## config.mk

```make
export PLATFORM = sky130hd
export DESIGN_NAME = bbe_sdiv
export DESIGN_NICKNAME = d
export VERILOG_FILES = /design/src/hdl/bbe_pkg.sv /design/src/hdl/bbe_sdiv.sv
export VERILOG_INCLUDE_DIRS = /design/src /design/src/hdl
export SDC_FILE = /design/constraint.sdc
export NUM_CORES = 2
export LEC_CHECK = 0
export BUFFER_PORTS_ARGS = -buffer_cell sky130_fd_sc_hd__buf_4
export CAP_MARGIN = 25
export CORE_MARGIN = 3
export CORE_UTILIZATION = 35
export DETAILED_ROUTE_END_ITERATION = 8
export SLEW_MARGIN = 20
export SYNTH_ARGS = -nofsm -noshare
export SYNTH_HDL_FRONTEND = slang
export SYNTH_SLANG_ARGS = --single-unit
export TNS_END_PERCENT = 50
```

## constraint.sdc

```tcl
create_clock -name clock -period 9.4 [get_ports clock]
set_clock_uncertainty 0.1 [all_clocks]
set_input_delay 0.94 -clock clock [delete_from_list [all_inputs] [get_ports clock]]
set_output_delay 0.94 -clock clock [all_outputs]
set_load 0.02 [all_outputs]
```

## src/hdl/bspline_basis_evaluator_macros.svh

```systemverilog
// Assertion macros shared by the B-spline basis evaluator modules.
// The macros assume a clock named clock and a synchronous reset named reset.
`ifndef BSPLINE_BASIS_EVALUATOR_MACROS_SVH
`define BSPLINE_BASIS_EVALUATOR_MACROS_SVH

// The consequent must hold in the same cycle as the antecedent.
`define BBE_ASSERT_IMPL(name, ante, cons, msg) \
   name: assert property (@(posedge clock) disable iff (reset) (ante) |-> (cons)) \
      else $error(msg);

// The consequent must hold in the cycle after the antecedent.
`define BBE_ASSERT_NEXT(name, ante, cons, msg) \
   name: assert property (@(posedge clock) disable iff (reset) (ante) |=> (cons)) \
      else $error(msg);

`endif

```

## src/hdl/bbe_pkg.sv

```systemverilog
// Package for the B-spline basis evaluator: widths, constants and the
// divider command and status types. No dependencies.
`timescale 1ns / 1ps

package bbe_pkg;

   localparam int MAX_KNOTS  = 64;
   localparam int MAX_DEGREE = 8;

   localparam int KNOT_AW    = $clog2(MAX_KNOTS);
   localparam int CNT_W      = $clog2(MAX_KNOTS + 1);
   localparam int DEG_W      = $clog2(MAX_DEGREE + 1);

   localparam int CFG_DEG_W  = 4;
   localparam int CFG_KC_W   = 7;
   localparam int CSR_W      = 7;
   localparam int CSR_AW     = 1;

   localparam int KIDX_W     = 6;
   localparam int KNOT_W     = 32;
   localparam int ROW_W      = 6;
   localparam int BASIS_W    = 31;

   localparam int NB_W       = 34;
   localparam int DIFF_W     = KNOT_W + 1;
   localparam int DEN_W      = DIFF_W + 1;

   localparam logic signed [NB_W-1:0] UNIT_Q30 = NB_W'(64'sd1 <<< 30);
   localparam logic signed [NB_W-1:0] Q_MAX    = NB_W'(64'sd1 <<< 32);
   localparam logic signed [NB_W-1:0] Q_MIN    = -Q_MAX;

   typedef enum logic {
      OP_WRITE = 1'b0,
      OP_EVAL  = 1'b1
   } opcode_type;

   typedef enum logic [CSR_AW-1:0] {
      CSR_DEGREE     = 1'b0,
      CSR_KNOT_COUNT = 1'b1
   } csr_index_type;

   typedef struct packed {
      logic                     start;
      logic signed [NB_W-1:0]   a;
      logic signed [DIFF_W-1:0] x;
      logic signed [DEN_W-1:0]  d;
   } sdiv_cmd_type;

   typedef struct packed {
      logic                   busy;
      logic                   done;
      logic signed [NB_W-1:0] q;
   } sdiv_stat_type;

endpackage

```

## src/hdl/bbe_sdiv.sv

```systemverilog
// Scaled divider: round(a*x/d) with ties away from zero, saturated to +-2^32.
// Split multiply over D_MUL0 and D_MUL1, then one quotient bit per cycle. Depends on bbe_pkg.
`timescale 1ns / 1ps
`include "bspline_basis_evaluator_macros.svh"

module bbe_sdiv import bbe_pkg::*; (
   input  logic          clock,
   input  logic          reset,
   input  sdiv_cmd_type  div_cmd,
   output sdiv_stat_type div_stat
);

   localparam int MA_W   = NB_W - 1;
   localparam int MX_W   = DIFF_W - 1;
   localparam int MD_W   = DEN_W;
   localparam int LO_W   = 16;
   localparam int PROD_W = MA_W + MX_W;
   localparam int CNT_W_D = $clog2(MD_W);
   localparam logic [MD_W-1:0] LIM = MD_W'(Q_MAX);

   typedef enum logic [5:0] {
      D_IDLE = 6'b000001,
      D_MUL0 = 6'b000010,
      D_MUL1 = 6'b000100,
      D_PRE  = 6'b001000,
      D_DIV  = 6'b010000,
      D_FIN  = 6'b100000
   } sdiv_state_type;

   sdiv_state_type         state_ff, state_in;
   logic                   neg_ff, neg_in;
   logic [MA_W-1:0]        ma_ff, ma_in;
   logic [MX_W-1:0]        mx_ff, mx_in;
   logic [MD_W-1:0]        md_ff, md_in;
   logic [PROD_W-1:0]      acc_ff, acc_in;
   logic [MD_W-1:0]        rem_ff, rem_in;
   logic [MD_W-1:0]        qsh_ff, qsh_in;
   logic [CNT_W_D-1:0]     cnt_ff, cnt_in;
   logic                   done_ff, done_in;
   logic signed [NB_W-1:0] q_ff, q_in;

   logic [NB_W-1:0]          a_mag;
   logic [DIFF_W-1:0]        x_mag;
   logic [DEN_W-1:0]         d_mag;
   logic [LO_W+MX_W-1:0]     prod_lo;
   logic [PROD_W-LO_W-1:0]   prod_hi;
   logic [MD_W-1:0]          top_part;
   logic [MD_W:0]            trial;
   logic [MD_W:0]            trial_sub;
   logic                     trial_ge;
   logic [MD_W-1:0]          mag_sat;

   assign a_mag   = div_cmd.a[NB_W-1] ? $unsigned(-div_cmd.a) : $unsigned(div_cmd.a);
   assign x_mag   = div_cmd.x[DIFF_W-1] ? $unsigned(-div_cmd.x) : $unsigned(div_cmd.x);
   assign d_mag   = div_cmd.d[DEN_W-1] ? $unsigned(-div_cmd.d) : $unsigned(div_cmd.d);
   assign prod_lo = ma_ff[LO_W-1:0] * mx_ff;
   assign prod_hi = ma_ff[MA_W-1:LO_W] * mx_ff;
   assign top_part = MD_W'(acc_ff[PROD_W-1:MD_W]);
   assign trial     = {rem_ff, qsh_ff[MD_W-1]};
   assign trial_sub = trial - {1'b0, md_ff};
   assign trial_ge  = trial >= {1'b0, md_ff};
   assign mag_sat   = (qsh_ff > LIM) ? LIM : qsh_ff;

   always_comb begin
      state_in = state_ff;
      neg_in   = neg_ff;
      ma_in    = ma_ff;
      mx_in    = mx_ff;
      md_in    = md_ff;
      acc_in   = acc_ff;
      rem_in   = rem_ff;
      qsh_in   = qsh_ff;
      cnt_in   = cnt_ff;
      done_in  = 1'b0;
      q_in     = q_ff;
      case (state_ff)
         D_IDLE: begin
            if (div_cmd.start) begin
               neg_in   = div_cmd.a[NB_W-1] ^ div_cmd.x[DIFF_W-1] ^ div_cmd.d[DEN_W-1];
               ma_in    = a_mag[MA_W-1:0];
               mx_in    = x_mag[MX_W-1:0];
               md_in    = d_mag;
               state_in = D_MUL0;
            end
         end
         D_MUL0: begin
            acc_in   = PROD_W'(prod_lo) + PROD_W'(md_ff >> 1);
            state_in = D_MUL1;
         end
         D_MUL1: begin
            acc_in   = acc_ff + {prod_hi, {LO_W{1'b0}}};
            state_in = D_PRE;
         end
         D_PRE: begin
            if (top_part >= md_ff) begin
               q_in     = neg_ff ? Q_MIN : Q_MAX;
               done_in  = 1'b1;
               state_in = D_IDLE;
            end else begin
               rem_in   = top_part;
               qsh_in   = acc_ff[MD_W-1:0];
               cnt_in   = '0;
               state_in = D_DIV;
            end
         end
         D_DIV: begin
            rem_in = trial_ge ? trial_sub[MD_W-1:0] : trial[MD_W-1:0];
            qsh_in = {qsh_ff[MD_W-2:0], trial_ge};
            cnt_in = cnt_ff + 1'b1;
            if (cnt_ff == CNT_W_D'(MD_W - 1)) begin
               state_in = D_FIN;
            end
         end
         D_FIN: begin
            q_in     = neg_ff ? -$signed(mag_sat) : $signed(mag_sat);
            done_in  = 1'b1;
            state_in = D_IDLE;
         end
         default: begin
            state_in = D_IDLE;
         end
      endcase
   end

   always_ff @(posedge clock) begin
      if (reset) begin
         state_ff <= D_IDLE;
         done_ff  <= 1'b0;
      end else begin
         state_ff <= state_in;
         done_ff  <= done_in;
      end
      neg_ff <= neg_in;
      ma_ff  <= ma_in;
      mx_ff  <= mx_in;
      md_ff  <= md_in;
      acc_ff <= acc_in;
      rem_ff <= rem_in;
      qsh_ff <= qsh_in;
      cnt_ff <= cnt_in;
      q_ff   <= q_in;
   end

   assign div_stat.busy = (state_ff != D_IDLE);
   assign div_stat.done = done_ff;
   assign div_stat.q    = q_ff;

   `BBE_ASSERT_IMPL(a_rem_below_divisor, state_ff == D_DIV, rem_ff < md_ff, "Partial remainder reached the divisor.")
   `BBE_ASSERT_IMPL(a_quotient_in_range, done_ff, (q_ff <= Q_MAX) && (q_ff >= Q_MIN), "Quotient outside the saturation range.")

endmodule

```

Word-level counts from Yosys, hierarchy flattened

Index checks and enable logic that the tools add are counted.

Flip-flop bits (word level): 280
Input bits: 104
Output and inout port bits: 36
Logic and storage cells: 68

Add/sub/neg operators: 8
Multiply operators: 2
Order comparisons: 3
Equal/unequal tests: 12
Muxes and demuxes: 22
Bitwise operators: 2
Reduce and logical (&&, ||, !) cells: 7

Operators with widths:

| kind                                                             | count |
|---|---|
| two-way mux 34 bit                                               | 7 |
| one-hot mux 34 bit (2 select lines)                              | 3 |
| one-hot mux 65 bit (2 select lines)                              | 1 |
| negation 34 bit                                                  | 2 |
| two-way mux 33 bit                                               | 2 |
| adder 65 bit                                                     | 1 |
| adder 48 x 33 -> 49 bit                                          | 1 |
| multiplier 17 x 32 -> 49 bit                                     | 1 |
| multiplier 16 x 32 -> 48 bit                                     | 1 |
| greater-or-equal comparator 35 x 34 -> 1 bit                     | 1 |
| greater-or-equal comparator 31 x 34 -> 1 bit                     | 1 |
| greater-than comparator 34 x 33 -> 1 bit (second input constant) | 1 |
| subtractor 34 bit                                                | 1 |
| negation 33 bit                                                  | 1 |
| two-way mux 32 bit                                               | 1 |
| negation 32 bit                                                  | 1 |
| one-hot mux 6 bit (5 select lines)                               | 1 |
| two-way mux 6 bit                                                | 3 |
| equality test 6 bit (second input constant)                      | 2 |
| one-hot mux 6 bit (2 select lines)                               | 1 |
| inequality test 2 bit (second input constant)                    | 4 |
| AND reduction 2 bit                                              | 4 |
| adder 6 x 1 -> 6 bit (second input constant)                     | 1 |
| equality test 6 x 1 -> 1 bit (second input constant)             | 1 |
| 10 further kinds                                                 | 13 |

Depth between registers and ports, before layout

Word-level depth: 5
Mapped depth: 36
Mapped depth without buffers: 35

Worst setup path after synthesis

Ideal clock, no wire load.

Kind: reg2reg
Start point: reg mx_ff[7]
End point: reg acc_ff[57] (data pin)
Arrival time: 7.655 ns
Data required time: 9.034 ns
Slack: 1.379 ns
Stages on the path, launching flop included: 36
Period minus slack after synthesis: 8.021 ns
Cell sequence: edfxtp_1 > clkbuf_1 > nand2_1 > fa_1 > inv_1 > fa_1 > inv_1 > fa_1 > inv_1 > fa_1 > fa_1 > inv_1 > fa_1 > inv_1 > ha_1 > clkbuf_1 > nand2_1 > nor2_1 > and4b_1 > o21ai_0 > a21oi_1 > nor2_1 > o21ai_0 > xor2_1 > ha_1 > clkbuf_1 > a21oi_1 > o21ai_0 > a21o_1 > a21o_1 > a21oi_1 > nor2b_1 > a311oi_1 > o21ai_0 > xnor2_1 > nor2_1

Cells in the longest elaborated chain, start to end: 3

Ends and longest elaborated chain:

| element                             | RTL line        | text |
|---|---|---|
| start: declaration                  | bbe_sdiv.sv:33  | `logic [MX_W-1:0] mx_ff, mx_in;` |
| start signal: assignment            | bbe_sdiv.sv:135 | `mx_ff <= mx_in;` |
| multiplier 17 x 32 -> 49 bit        | bbe_sdiv.sv:57  | `assign prod_hi = ma_ff[MA_W-1:LO_W] * mx_ff;` |
| adder 65 bit                        | bbe_sdiv.sv:91  | `acc_in = acc_ff + {prod_hi, {LO_W{1'b0}}};` |
| one-hot mux 65 bit (2 select lines) | bbe_sdiv.sv:76  | `case (state_ff)` |
| end signal: assignment              | bbe_sdiv.sv:137 | `acc_ff <= acc_in;` |
| end: declaration                    | bbe_sdiv.sv:35  | `logic [PROD_W-1:0] acc_ff, acc_in;` |

Every way passes these cells.
A chain may end at the register's enable or synchronous reset.

Worst setup path in the final report

Start point: reg ma_ff[21]
End point: reg acc_ff[62] (data pin)

Cells in the longest elaborated chain, start to end: 3

Ends and longest elaborated chain:

| element                             | RTL line        | text |
|---|---|---|
| start: declaration                  | bbe_sdiv.sv:32  | `logic [MA_W-1:0] ma_ff, ma_in;` |
| start signal: assignment            | bbe_sdiv.sv:134 | `ma_ff <= ma_in;` |
| multiplier 17 x 32 -> 49 bit        | bbe_sdiv.sv:57  |  |
| adder 65 bit                        | bbe_sdiv.sv:91  |  |
| one-hot mux 65 bit (2 select lines) | bbe_sdiv.sv:76  |  |

Every way passes these cells.

==> results.ini <==
[logic_synthesis]
muxShareOfSynthArea=0.000977
yosys_warnings=0
synth-edff-count=273
synth_area_per_cell_sq_um=8.82
synth_compound_area_frac=0.0939
synth_xor_area_frac=0.0444
synth-simple-area-share=0.169
ys_async_sr_fraction=0
ys_seq_elements=280
syn_inst=5949
yosysSeqAreaShare=0.159
synth_top_family_by_area=adder cells
synth_nets=7327
ys.flop_type=edfxtp_1
yosysUniqueCellTypes=73
netlist_area_sq_um=52500
synthAdderAreaFrac=0.433

[grt]
grt-ovfl-total=0
grt_pass1_vias=41543
grt.total_usage=0.192
grt_max_degree=77
antenna_found_initial=5
grt_first_pass_wirelength_um=233000

[die]
die_w_um=393
pin_count=140
core_area_sq_um=148000
start_util=0.354
row_count=141
die_area_sq_um=155000
die_y_um=393

[clock_tree]
cts_hold_buf=0
root_buffer=clkbuf_16
cts_num_sinks=280
h-tree-depth=2
clk_path_buf_depth=3
numCtsBuffers=37
clkSlewWorstSetupHoldPaths_ns=0.06
insertion_delay_ns=0.62
cts_tree=done

[route]
drc=0
viasPerCell=5.06
wl_per_cell_um=18.4
drt_first_pass_iters=6
wirelength_um=148000
vias=40709
drt_iter0_drc=2822
ant_nets=0

[place]
port_buffers=139
dp_slack_ns=0.0808
place_hpwl_um=123000
gp_congestion=0.889
place_inst=7927

[worst_hold_path]
hold_class=flip-flop to flip-flop

[finish]
final_cell_mix=inv_1 (1109), nand2_1 (1089), fa_1 (903), ha_1 (371), and2_1 (322)
multi_input_area_sq_um=38900
layout_commonest_cell=inv_1
nets=7400
area.sequential_sq_um=8340
final_layout_size_suffix_gt1_frac=0.0709
instances_no_fill=8053
area_delta_synth_final_pct=10.4
nFillCells=14944
antennaDiodeCount=0

[sta]
period_minus_slack_ns=9.01
fin_crit_sh=0.958
fin_setup_tns_ns=0
rsz0062_at_grt=yes
fmax_ghz=0.111
setup_viol=0
slew-limit-headroom=0.304
tightest_slew_ns=1.04
fin_hold_ws_ns=0.413
setup_slack_ns=0.392
finalMaxSlewViolations=0
hold_viol_final=0

[setup_path]
cp_slowest_cell=fa_1
crit_family=adder cells
cpMostUsedCell=fa_1
critPathKind=flip-flop to flip-flop
required_ns=9.63
cp-start-kind=flip-flop
cp.arrival_ns=9.24
critPathCaptureType=flip-flop
worst-path-buf-inv=7
path_max_fanout=10
cp_slowest_stage_delay_ns=0.54

[flow_run]
max_cap_viol_count=0

[run_status]
status=completed

==> Yosys cell counts (all sizes together), types with 40 or more instances <==
cell type  count  area, sq um
nor3          43          215
a31oi         40          250
inv         1109         4160
edfxtp       273         8200
o21ai        182          911
xor2          74          648
and2         323         2020
nor2         208          783
clkbuf       287         1080
ha           371         4640
fa           903        18100
xnor2        192         1680
nand3         56          280
a21o          97          728
a21oi        240         1200
nand4         41          257
nand2       1090         4090
o31ai         45          348
==> final cells by class <==
type                    count  area share
inverters                1109      0.0718
repair buffers            328      0.0462
multi-input cells        4266       0.672
flip-flops and latches    280       0.144
clock inverters            25     0.00697
clock buffers              43      0.0164
well taps                2002      0.0432
==> final timing paths <==
path | from | endpoint | slack, ns | cells past startpoint
max | ma_ff[21]$_DFFE_PP_ | acc_ff[62]$_SDFFCE_PN0N_ | 0.39 | 32
min | acc_ff[12]$_DFFE_PP_ | qsh_ff[12]$_DFFE_PP_ | 0.41 | 2
max reg2reg | ma_ff[21]$_DFFE_PP_ | acc_ff[62]$_SDFFCE_PN0N_ | 0.39 | 32
min reg2reg | acc_ff[12]$_DFFE_PP_ | qsh_ff[12]$_DFFE_PP_ | 0.41 | 2
==> layer usage <==
layer,GRT usage,part of all wire
met4,0.0563,0.030
met1,0.253,0.43
met2,0.333,0.49
met3,0.0192,0.047
met5,0,0
==> timing repair <==
action                                  4_1_cts  5_1_grt
endpoints found under the setup margin        0       13
endpoints found under the hold margin         0        0
resized for setup                             0        6
setup buffers                                 0       55
==> worst reg2reg max path, delay by kind of cell, from the launching register on <==
kind	cells	cell delay (ns)
xor+xnor	2	0.56
simple gates	6	0.84
compound gates	9	2.44
fa+ha+maj	8	3.68
buf+inv	7	0.69
flops	1	0.45
==> sequential cells by signal, summed over array words and instances (netlist names) <==
name / flops
done_ff: 1
q_ff: 34
cnt_ff: 6
state_ff: 6
qsh_ff: 34
md_ff: 34
ma_ff: 33
rem_ff: 34
acc_ff: 65
neg_ff: 1
mx_ff: 32
==> cells by family (layout without fill, tap and decap cells) <==
family | count (synthesis) | after routing
AOI/OAI and AO/OA | 786 | 786
buffers and inverters | 1403 | 1505
adders and majority gates | 1274 | 1274
DFF | 280 | 280
muxes | 5 | 5
and+or+nand+nor | 1935 | 1935
xor gates and xnor gates | 266 | 266
==> stage by stage <==
stage           util  instance area (sq um)
6_report       0.391                  58000
4_1_cts        0.386                  57300
2_1_floorplan      -                  52500
3_5_place_dp   0.377                  55900
5_1_grt        0.391                  58000
3_3_place_gp   0.377                  55900
Power is not shown: default switching activity piles up to over one toggle a cycle in this logic, so the estimate is an artifact.
